===== config.mk =====
export PLATFORM = sky130hd
export DESIGN_NAME = fcdm_ram
export DESIGN_NICKNAME = d
export VERILOG_FILES = /design/src/design/fcdm_ram.sv
export SDC_FILE = /design/constraint.sdc
export NUM_CORES = 1
export LEC_CHECK = 0
export BUFFER_PORTS_ARGS = -buffer_cell sky130_fd_sc_hd__buf_2
export CAP_MARGIN = 40
export CORE_ASPECT_RATIO = 1.75
export CORE_UTILIZATION = 30
export CTS_CLUSTER_DIAMETER = 200
export DETAILED_ROUTE_END_ITERATION = 12
export HOLD_SLACK_MARGIN = 0.15
export PLACE_DENSITY = 0.57
export SETUP_SLACK_MARGIN = 0.02
export SLEW_MARGIN = 20
export SYNTH_ARGS = -nofsm -noshare
export SYNTH_HDL_FRONTEND = slang
export SYNTH_SLANG_ARGS = --single-unit

===== constraint.sdc =====
create_clock -name clk -period 1.9 [get_ports clk]
set_input_delay 0.095 -clock clk [delete_from_list [all_inputs] [get_ports clk]]
set_output_delay 0.095 -clock clk [all_outputs]
set_load 0.01 [all_outputs]

===== src/design/fcdm_ram.sv =====
// ----------------------------------------------------------------------------
// fcdm_ram
// Generic simple dual-port RAM, one write port, one registered read port.
// ----------------------------------------------------------------------------
module fcdm_ram #(
    parameter int WIDTH = 8,
    parameter int DEPTH = 16,
    parameter int AW    = (DEPTH > 1) ? $clog2(DEPTH) : 1
) (
    input  logic             clk,
    input  logic             we,
    input  logic [AW-1:0]    waddr,
    input  logic [WIDTH-1:0] wdata,
    input  logic [AW-1:0]    raddr,
    output logic [WIDTH-1:0] rdata
);

    logic [WIDTH-1:0] mem [DEPTH];
    logic [WIDTH-1:0] rdata_reg;

    always_ff @(posedge clk)
    begin
        if (we)
        begin
            mem[waddr] <= wdata;
        end
        rdata_reg <= mem[raddr];
    end

    assign rdata = rdata_reg;

endmodule

# [Word level (Yosys, flattened, before mapping)]
# Memories as Yosys holds them, arrays and structs flattened. A register that Yosys moved wholly into a read port is not among the register bits.
# Index checks and enable logic that the tools add are counted.
[totals] n_memories=1 ff_bits=0 mem_bits_rw=128 input_bits=18 output_inout_bits=8 word_cells=3
[memory_table] memory="mem" words=16 width=8 read_ports=1 rd_ports_with_merged_regs=1 wr=1 line_no="18" text="logic [WIDTH-1:0] mem [DEPTH];"
[classes] n_mux=2
[op_table] operator="$mux 1" n=2

# [Depth between registers and ports, before layout]
# Gate-level depths: netlist of the first run.
[logic_depth] depth_word=2 depth_mapped=5 ltp_nobuf=3

# [Worst setup path before layout of the first run]
# Ideal clock, no wire load.
[synth_timing] path_type="input -> register" from="in waddr[2]" to="mem mem[0][0] (enable)" path_buffers=0 required_ns=1.517 slack_ns=0.312 arrival_time_ns=1.205 path_stages=2 setup_time_ns=0.383 path_cell_list="or3b_2 nor3_1"
[synth_rtl] element="start, declared" line_no="12" text="input logic [AW-1:0] waddr,"
[synth_rtl] element="end, declared" line_no="18"
# No word-level cell before the write port.

==> metrics list, run 1 <==
* Run status: complete, no violations
* Power per unit of standard cell area: 1120 nW/um^2
- DRC violation count after routing: 0
- After technology mapping, the gate count stands at 229.
- The tree is rooted in a sky130_fd_sc_hd__clkbuf_16.
- Count of antenna-violating nets left after detailed routing: 0
- For this run the aggregate overflow at the end of global routing stands at 0.
- Placed wire-length estimate: 7070 microns
* CTS tree: done
* Final hold violation count: 0
* Worst-path cell chain: mux4_1, a22oi_1, nand2_1
* Min-Delay Path Class: in -> reg
* Fraction of final layout cells with drive strength greater than 1: 0.308
* Final setup fails: 0
* Transition time at the pin with the least slew margin: 0.393 ns
- Commonest non-fill, non-tap cell in the layout: sky130_fd_sc_hd__edfxtp_1
- Entering global routing, the biggest net connects 33 pins.
- The first global-routing pass estimated 15600 microns of wire.
- Die width: 101 microns
- Vias in the first global route: 2674
- The worst setup path is of the reg -> reg kind.
- Max Root-Sink Buffers: 2
- Of all nets on the critical path, the largest fanout is 1.
- Depth of the worst hold-timing path: 3
- For this run, the post-layout net count is 310.
- During synthesis, Yosys emitted a total of 0 warnings.
- Req. time, crit path: 2.20 ns
* Reported max-cap violation count: 0
- PnR worst setup slack: 0.568 ns
- Die H: 175 microns
- The synthesized design contains 136 register bits.
- Register-to-Register Setup Slack: 0.57 ns
* Die ar.: 17700 sq um
* Total number of vias: 2489
- The congestion estimate from routability-driven global placement came to 0.736.
- Post-CTS timing repair inserted 0 buffers for setup.
- Growth of design area from synthesis to finish: 23.0%
- Total Neg Setup Slack: 0 ns
* CP endpoint kind: register
- In the finished design, the share of the clock period the worst path needs comes to 0.701.
- The worst pin sits at a relative slew slack of 0.737.
- Final routed wire length divided by cell count: 19.5 microns
- Worst-case setup slack after placement: 0.344 ns
- Sequential-to-total area share from yosys stat: 0.778
- The register with the most flip-flops in the layout has 128 of them.
- Setup repair after global routing missed its margin: no
* Initial antenna violation count: 0
- Arr. time, crit path: 1.63 ns
- Startpoint of the most critical hold path: waddr[0]
- Core area: 16900 sq um
- The final count of pins violating max slew came to 0.
- Maximum level of the CTS H-tree: 4
- Across the VDD grid, the largest voltage drop is 542 uV.
- After synthesis, the mean cell area works out to 22.5 sq um.
- Ratio of routed vias to standard cells: 4.68
* Kind of start point of the critical path: register
- Leakage dissipation: 2.13 nW
* Aggregate global-route resource usage: 0.127
- The smallest clock period supported by the final layout is computed as 1.33 ns.
- Power comes to 7.07 mW.
- Static timing analysis puts the maximum clock frequency at 751 MHz.
* Post-Synthesis Cell Area: 5150 sq um
- In this run the critical register-to-register path is captured at rdata[1]$_DFF_P_.
- Gates resized during post-CTS repair numbered 0.
- WHS Endpoint: mem[4][0]$_DFFE_PP_
- Clock tree synthesis inserted a total of 17 buffers.
- Distinct cells, synth: 19
* Routed Wire Length: 10400 microns
* Worst R2R Path Depth: 3
- In the layout the commonest cells are sky130_fd_sc_hd__edfxtp_1, sky130_fd_sc_hd__buf_2, sky130_fd_sc_hd__buf_4.
- For this run, the detailed router's first-pass iteration total came to 6.
* Starting density of the core: 0.305
- Clock insertion delay at the later pin of the skew report: 0.41 ns
* Clock Skews: 0.00665 ns
- Boundary Pins: 26
- Number of hold buffers added after cts: 8
* Reg-to-reg startpoint: mem[1][1]$_DFFE_PP_
- The number of antenna diodes in the final layout is 0.
- Input and output buffers added on the ports amount to 25.
- After clock tree synthesis, the clock-pin slew on the worst setup and hold paths is 0.06 ns.
* Syn Nets: 247
* Std cell rows: 63
* Count of clock tree sinks: 136
- Detailed router's first-iteration violation count: 135
* Slowest stage delay, CP: 0.50 ns
* Cell with the largest stage delay on the worst path: sky130_fd_sc_hd__mux4_1
==> critical path, delay by kind of cell, from the launching register on <==
family	cells	cell delay, ns
DFF	1	0.36
AOI/OAI and AO/OA	1	0.27
and+or+nand+nor	1	0.08
muxes	1	0.50
==> worst max-delay path by stage <==
stage                     slack, ns                  end                start  cells after the start
after detailed placement       0.34     rdata[1]$_DFF_P_             raddr[0]                      5
final                          0.57     rdata[1]$_DFF_P_  mem[1][1]$_DFFE_PP_                      3
after global routing           0.49     rdata[1]$_DFF_P_  mem[1][1]$_DFFE_PP_                      3
after CTS                      0.55     rdata[1]$_DFF_P_  mem[1][1]$_DFFE_PP_                      3
after floorplan                0.31  mem[0][0]$_DFFE_PP_             waddr[2]                      2
after global placement         0.34     rdata[1]$_DFF_P_             raddr[0]                      5
==> cell usage after synthesis <==
cell type / n / area (sq um)
sky130_fd_sc_hd__and2_1: 1 / 6.26
sky130_fd_sc_hd__edfxtp_1: 128 / 3840
sky130_fd_sc_hd__a22oi_1: 16 / 120
sky130_fd_sc_hd__nand3_1: 1 / 5.00
sky130_fd_sc_hd__buf_6: 3 / 33.8
sky130_fd_sc_hd__nor3_1: 4 / 20.0
sky130_fd_sc_hd__nor2b_1: 1 / 6.26
sky130_fd_sc_hd__nand2b_1: 2 / 12.5
sky130_fd_sc_hd__mux4_2: 18 / 405
sky130_fd_sc_hd__buf_2: 3 / 15.0
sky130_fd_sc_hd__nor2_1: 13 / 48.8
sky130_fd_sc_hd__nand2_1: 9 / 33.8
sky130_fd_sc_hd__or3b_2: 1 / 8.76
sky130_fd_sc_hd__clkdlybuf4s25_2: 3 / 30.0
sky130_fd_sc_hd__nand3b_1: 2 / 15.0
sky130_fd_sc_hd__buf_4: 1 / 7.51
sky130_fd_sc_hd__mux4_1: 14 / 368
sky130_fd_sc_hd__and2b_1: 1 / 7.51
sky130_fd_sc_hd__dfxtp_1: 8 / 160
==> cell families (layout without fill, tap and decap cells) <==
family / count (synthesis) / count (layout) / synth area share
multiplexers: 32 / 32 / 0.150
AO/OA/AOI/OAI: 16 / 16 / 0.0233
flip-flops: 136 / 136 / 0.778
AND/OR/NAND/NOR: 35 / 35 / 0.0318
buffers and inverters: 10 / 86 / 0.0168
==> area by class of cell <==
type / count / area [sq um]
Sequential cell: 136 / 4000
Tap cell: 227 / 284
Multi-Input combinational cell: 83 / 1060
Timing Repair Buffer: 54 / 375
Clock buffer: 19 / 433
Clock inverter: 13 / 179
Fill cell: 1566 / 10500
==> report_power, final <==
part | total (mW) | switching, mW | internal [mW]
Sequential | 3.37 | 0.0197 | 3.35
Clock | 3.37 | 1.18 | 2.19
Combinational | 0.330 | 0.184 | 0.146
==> routing by layer <==
layer  global-route usage  share of wire  up-vias
li1                     -              -     1097
met1                0.126           0.37     1301
met2                0.235           0.57       70
met3               0.0267          0.031       21
met4               0.0755          0.032        0
met5                    0              0        -
==> metrics by stage <==
step | hold slack [ns] | cell area, sq um | std cells | utilization
2_1_floorplan | 0.194 | 5150 | 229 | -
3_5_place_dp | 0.493 | 5640 | 492 | 0.334
4_1_cts | 0.256 | 6330 | 532 | 0.375
6_report | 0.261 | 6330 | 532 | 0.375
3_3_place_gp | 0.478 | 5640 | 492 | 0.334
5_1_grt | 0.270 | 6330 | 532 | 0.375
Note: power is estimated with default switching activity, not from simulation.
==> run 2: changes to the inputs <==
Clock period 1.9 ns to 1.39 ns, I/O delays scaled along.
==> run 2 against run 1 <==
  * Sequential share of layout area fell by 0.31 points
  * Largest power group unchanged
  * Critical endpoint unchanged
  * Power rose by 27%
  * Critical path depth did not move
  * Sequential power rose by 37%
  * First-iteration DRC count rose by 19%
  * Global-route usage rose by 0.30 points
  * Register-to-register slack got worse by 0.49 ns
  * Final area rose by 0.49%
==> metrics list, run 2 (synthesis gave the netlist of run 1 again) <==
- The flow ran to the end, and the final reports show no timing, DRC or antenna violations.
- Fraction of final layout cells with drive strength greater than 1: 0.339 (+0.0305)
- Among all stages on the critical path, the largest delay is contributed by sky130_fd_sc_hd__mux4_1.
* Final RePlAce weighted congestion: 0.761 (+3.5%)
* First drt pass iteration count: 4 (-2)
- Maximum level of the CTS H-tree: 4 (unchanged)
- The worst setup path is captured at a register.
- Slowest stage delay, CP: 0.51 ns (about the same)
- Cell family with the largest share of critical-path delay: multiplexers
* Final worst path period need: 1.31 ns (-0.0192 ns)
- Detailed router's first-iteration violation count: 161 (+19%)
- The total of buffers placed on input and output ports was 25 (unchanged).
- The core footprint came to 16900 sq um (unchanged).
- Aggregate global-route resource usage: 0.130 (+0.00303)
* Vias in the first global route: 2674 (unchanged)
- Crit Path Class: reg -> reg
- Setup repair after global routing missed its margin: no
- Worst slew slack as a fraction of its limit: 0.463 (-0.274)
- Register-to-Register Setup Slack: 0.08 ns (-0.49 ns)
- The final-layout fill cell count came to 1580 (+0.89%).
* N_diodes: 0 (unchanged)
- Growth of design area from synthesis to finish: 23.6%
- Final hold violation count: 0 (unchanged)
- The slew at the pin closest to its max-slew limit came to 0.803 ns (+0.409 ns).
- The final instance area was 6360 sq um (+0.49%).
- Arr. time, crit path: 1.61 ns (-0.02 ns)
* First-pass GRT wire length: 15900 microns (+2.1%)
- CTS tree: done
* Critical path peak fanout: 1 (unchanged)
* Inserted Clock Buffers: 17 (unchanged)
- DRC violation count after routing: 0 (unchanged)
- The number of top-level pins came to 26 (unchanged).
- Endpoint of the worst-slack reg-to-reg timing path: rdata[1]$_DFF_P_
- Walking the worst path, the cells encountered are mux4_1, a22oi_1, nand2_1.
* Clock transition time at the flip-flop clock pins of the worst setup and hold paths: 0.06 ns (about the same)
* Die width: 101 microns (unchanged)
* Clock insertion delay at the later pin of the skew report: 0.41 ns (about the same)
- Req. time, crit path: 1.69 ns (-0.51 ns)
* Reported max-cap violation count: 0 (unchanged)
* Initial antenna violation count: 0 (unchanged)
* Clock Skews: 0.00591 ns (-0.000737 ns)
- Leakage dissipation: 2.14 nW (+0.22%)
- The routed length per placed instance was 19.2 microns (-1.8%).
- Clock tree root driver cell: sky130_fd_sc_hd__clkbuf_16
- Std cell rows: 63 (unchanged)
- Ratio of routed vias to standard cells: 4.59 (-1.8%)
* Routed Wire Length: 10300 microns (-0.84%)
- The most critical setup path has its startpoint at mem[2][1]$_DFFE_PP_.
- The library cells used most frequently in the layout, excluding fill and tap cells, are sky130_fd_sc_hd__edfxtp_1, sky130_fd_sc_hd__buf_2, sky130_fd_sc_hd__buf_4.
- Total number of vias: 2467 (-0.88%)
- The post-DP HPWL came to 7320 microns (+3.4%).
- Count of clock tree sinks: 136 (unchanged)
- The library cell used most frequently in the layout, excluding fill and tap cells, is sky130_fd_sc_hd__edfxtp_1.
- The flip-flop count of the largest register, all copies and words added was 128 (unchanged).
- Max Root-Sink Buffers: 2 (unchanged)
- The maximum number of pins on one net before global-route repair was 26 (-21%).
- The initial standard-cell utilization of the core is 0.305 (unchanged).
- In this run the worst setup path terminates at rdata[1]$_DFF_P_.
* Final setup fails: 0 (unchanged)
- Count of pins over their slew limit: 0 (unchanged)
- Count of antenna-violating nets left after detailed routing: 0 (unchanged)
- The worst voltage drop across the vdd grid came to 786 uV (+45%).
- The global route total overflow came to 0 (unchanged).
- The total number of cells along the worst setup path came to 3 (unchanged).
- Layout Nets: 315 (+1.6%)
* Min-Delay Path Class: in -> reg
- Kind of start point of the critical path: register
- Reg-to-reg startpoint: mem[2][1]$_DFFE_PP_
- The power density over cell area is 1410 nW/um^2 (+26%).
* Critical path buffer and inverter count: 0 (unchanged)
- Highest clock frequency the design can meet: 762 MHz (+1.5%)
- The final cycle utilization of the critical path was 0.945 (+0.243).
* Worst R2R Path Depth: 3 (unchanged)
- Finished Core Util: 0.377 (+0.00186)
- The vertical die dimension came to 175 microns (unchanged).
- Die ar.: 17700 sq um (unchanged)
- The cell area after placement came to 5750 sq um (+1.9%).
==> run 2: cell types whose count changed in the layout (fill, tap and decap cells not counted), sizes merged <==
| cell | previous run | this run |
|---|---|---|
| buf | 46 | 51 |
| bufinv | 4 | 0 |
| clkinvlp | 3 | 5 |
| clkinv | 5 | 7 |
==> run 2: power by group <==
group | internal [mW] | switching [mW]
Combinational | 0.227 | 0.259
Sequential | 4.59 | 0.0295
Clock | 2.26 | 1.61
Total | 7.07 | 1.90
==> run 2: how the worst min path moves through the flow <==
stage	startpoint	endpoint	slack (ns)	cells past startpoint
after global placement	wdata[4]	mem[6][4]$_DFFE_PP_	0.46	1
after floorplan	wdata[0]	mem[0][0]$_DFFE_PP_	0.17	0
after global routing	waddr[0]	mem[0][7]$_DFFE_PP_	0.22	3
after CTS	waddr[0]	mem[0][7]$_DFFE_PP_	0.19	3
final	waddr[0]	mem[0][7]$_DFFE_PP_	0.21	3
after detailed placement	rdata[7]$_DFF_P_	rdata[7]	0.47	1
==> run 2: routing by layer <==
| metal | vias up | wire, microns | part of all wire | track usage |
|---|---|---|---|---|
| li1 | 1108 | - | - | - |
| met1 | 1287 | 3800 | 0.37 | 0.134 |
| met2 | 53 | 5860 | 0.57 | 0.233 |
| met3 | 19 | 334 | 0.032 | 0.0322 |
| met4 | 0 | 306 | 0.030 | 0.0767 |
| met5 | - | 0 | 0 | 0 |
==> run 2: worst register-to-register path, cell delays in order (launching register included) <==
cell and delay, ns:
sky130_fd_sc_hd__edfxtp_1 0.40, sky130_fd_sc_hd__mux4_1 0.51, sky130_fd_sc_hd__a22oi_1 0.23, sky130_fd_sc_hd__nand2_1 0.07
==> run 2: area by class of cell <==
type | count | area (sq um) | area share
clock inverters | 13 | 85.1 | 0.0134
repair buffers | 59 | 475 | 0.0747
flip-flops and latches | 136 | 4000 | 0.629
well taps | 227 | 284 | 0.0446
clock buffers | 19 | 433 | 0.0680
multi-input cells | 83 | 1080 | 0.170
==> run 2: per-stage QoR <==
stage	TNS [ns]	worst slack (ns)	hold slack (ns)	power, mW	cells
after floorplan	0	0.0544	0.168	4.94	229
after global placement	-0.203	-0.0512	0.457	5.16	497
after detailed placement	-0.278	-0.0452	0.473	5.17	497
after CTS	0	0.0615	0.188	9.06	537
after global routing	0	0.0144	0.218	9.24	537
final	0	0.0769	0.205	8.97	537
==> run 2: repair_timing <==
item	CTS	global route
hold buffers	8	0
endpoints found under the hold margin	128	0
endpoints found under the setup margin	0	4
buffers inserted	0	0
gates resized for setup	0	4
==> run 3: changes to the inputs <==
Settings changed: SETUP_SLACK_MARGIN 0.02 to 0.4.
==> run 3 against run 2 <==
  * Non-clock buffer count is 1 lower
  * Wire length increased by 0.57%
  * Critical endpoint is now rdata[0]$_DFF_P_
  * Highest routed layer unchanged
  * Combinational power increased by 4.9%
==> metrics list, run 3 (synthesis gave the netlist of run 1 again) <==
- Run status: complete, no violations
* Reg-to-reg startpoint: mem[2][0]$_DFFE_PP_
- The max-slew headroom at the worst pin came to 0.345 (-0.118).
* Crit Path Class: reg -> reg
- Finished Core Util: 0.388 (+0.0105)
- Growth of design area from synthesis to finish: 27.1%
- Total Neg Setup Slack: 0 ns (unchanged)
- The remaining number of nets flagged by the antenna check after routing came to 0 (unchanged).
* Reported max-cap violation count: 0 (unchanged)
- Maximum number of pins on one net before global-route repair: 33 (+27%)
- STA classifies the critical path endpoint as a register.
- TritonCTS built the clock tree.
- Worst R2R Path Depth: 3 (unchanged)
- The total number of cells along the worst setup path is 3 (unchanged).
* Fraction of final layout cells with drive strength greater than 1: 0.450 (+0.111)
- Initial antenna violation count: 0 (unchanged)
- The count of final hold-check violations came to 0 (unchanged).
- In this design, the largest share of critical-path delay is due to multiplexers.
* Inserted Clock Buffers: 17 (unchanged)
- The number of nets in the finished design was 314 (-0.32%).
- The setup slack after layout is 0.132 ns (+0.0548 ns).
* Aggregate global-route resource usage: 0.131 (+0.000941)
- The count of TritonRoute iterations in the first routing pass came to 4 (unchanged).
- Arr. time, crit path: 1.55 ns (-0.06 ns)
- Clock tree root driver cell: sky130_fd_sc_hd__clkbuf_16
* Die width: 101 microns (unchanged)
- Count of pins over their slew limit: 0 (unchanged)
* Final setup fails: 0 (unchanged)
- Sequential cell area: 4010 sq um (about the same)
- The number of standard cells in the final layout excluding fillers was 536 (-0.19%).
- Vias in the first global route: 2687 (+0.49%)
- Leakage dissipation: 2.16 nW (+0.80%)
* Crit path launch: mem[2][0]$_DFFE_PP_
* Boundary Pins: 26 (unchanged)
- The wire length of the first global-routing pass came to 16000 microns (+0.74%).
- The die footprint came to 17700 sq um (unchanged).
* Worst-case setup slack after placement: -0.0585 ns (-0.0134 ns)
- Setup repair after global routing missed its margin: yes
- The vertical die dimension was 175 microns (unchanged).
- The area of the multi-input gates came to 1130 sq um (+4.3%).
- Transition time at the pin with the least slew margin: 0.981 ns (+0.178 ns)
- Power per unit of standard cell area: 1500 nW/um^2 (+6.6%)
- In the layout the commonest cells are sky130_fd_sc_hd__edfxtp_1, sky130_fd_sc_hd__mux4_2, sky130_fd_sc_hd__buf_2.
- The signal on the critical path passes through mux4_2, a22oi_2, nand2_1.
- Clock Skews: 0.00757 ns (+0.00166 ns)
- The final cycle utilization of the critical path was 0.905 (-0.0394).
- The internal reg-to-reg setup slack was 0.13 ns (+0.05 ns).
- The final critical-path required period came to 1.26 ns (-0.0548 ns).
* Slowest stage delay, CP: 0.49 ns (-0.02 ns)
- The flip-flop count of the largest register, all copies and words added was 128 (unchanged).
* Crit path to: rdata[0]$_DFF_P_
* Setup Buffers After CTS: 0 (unchanged)
- The antenna cell count came to 0 (unchanged).
- I/O Buffers: 25 (unchanged)
- Count of clock tree sinks: 136 (unchanged)
* Core area: 16900 sq um (unchanged)
- Std cell rows: 63 (unchanged)
- The post-DP HPWL was 7310 microns (-0.17%).
* Commonest non-fill, non-tap cell in the layout: sky130_fd_sc_hd__edfxtp_1
- The global route total overflow is 0 (unchanged).
- The required time of the worst setup path was 1.69 ns (about the same).
* Endpoint of the worst-slack reg-to-reg timing path: rdata[0]$_DFF_P_
- The routability-driven placement congestion ratio is 0.739 (-2.9%).
- The worst voltage drop across the vdd grid was 647 uV (-18%).
* Max Root-Sink Buffers: 2 (unchanged)
- The buffering stage count on the worst path with inverters included came to 0 (unchanged).
* Ratio of routed vias to standard cells: 4.48 (-2.5%)
- The maximum fanout along the worst path was 1 (unchanged).
* Detailed router's first-iteration violation count: 124 (-23%)
* Cell with the largest stage delay on the worst path: sky130_fd_sc_hd__mux4_2
- In this run the worst hold path is classified as in -> reg.
- Routed Wire Length: 10400 microns (+0.57%)
- Highest clock frequency the design can meet: 795 MHz (+4.4%)
- Starting density of the core: 0.305 (unchanged)
- The total number of vias came to 2400 (-2.7%).
* Kind of start point of the critical path: register
- The clock latency of the later-clocked register in the worst-skew pair is 0.41 ns (about the same).
- The final-layout fill cell count was 1542 (-2.4%).
- Final routed wire length divided by cell count: 19.3 microns (+0.76%)
- The clock transition at the registers of the reported paths is 0.06 ns (about the same).
- The maximum level of the CTS H-tree was 4 (unchanged).
- The post-placement cell count is 495 (-0.40%).
- The number of remaining DRC errors came to 0 (unchanged).
==> run 3: report_power, final <==
group	internal (mW)	total, mW	switching (mW)
Combinational	0.234	0.509	0.275
Clock	3.09	4.71	1.62
Sequential	4.59	4.61	0.0251
Total	7.91	9.83	1.92
==> run 3: tightest hold or removal path, cell delays in order <==
cell and delay [ns]:
sky130_fd_sc_hd__buf_2 0.10, sky130_fd_sc_hd__nor2_1 0.13, sky130_fd_sc_hd__a22oi_2 0.21, sky130_fd_sc_hd__nand2_1 0.07
==> run 3: worst min-delay path by stage <==
stage / startpoint / to / cells after the start
after global placement: wdata[5] / mem[6][5]$_DFFE_PP_ / 1
final: raddr[3] / rdata[1]$_DFF_P_ / 4
after floorplan: wdata[0] / mem[0][0]$_DFFE_PP_ / 0
after global routing: raddr[3] / rdata[2]$_DFF_P_ / 4
after detailed placement: rdata[7]$_DFF_P_ / rdata[7] / 1
after CTS: waddr[1] / mem[0][6]$_DFFE_PP_ / 3
==> run 3: what timing repair did <==
| action | CTS | global route |
|---|---|---|
| endpoints found under the setup margin | 8 | 9 |
| gates resized for setup | 5 | 7 |
| pin swaps | 1 | 1 |
| hold buffers | 8 | 0 |
| endpoints found under the hold margin | 128 | 0 |
==> run 3: stage by stage <==
stage	cell area, sq um	power (mW)	hold WS [ns]
floorplan	5200	4.97	0.168
global placement	5770	5.16	0.438
detailed placement	5770	5.18	0.466
CTS	6500	9.91	0.228
global route	6540	10.1	0.214
finish	6540	9.83	0.214
==> run 3: final cells by class <==
| cell class | count | area share |
|---|---|---|
| repair buffers | 58 | 0.0754 |
| multi-input cells | 83 | 0.173 |
| clock inverters | 12 | 0.0266 |
| flip-flops and latches | 136 | 0.612 |
| well taps | 227 | 0.0434 |
| clock buffers | 20 | 0.0698 |
==> run 3: metal layers <==
layer	wire length, microns	vias to the layer above	global-route usage
li1	-	1101	-
met1	3740	1244	0.129
met2	6110	42	0.246
met3	269	13	0.0287
met4	242	0	0.0719
met5	0	-	0
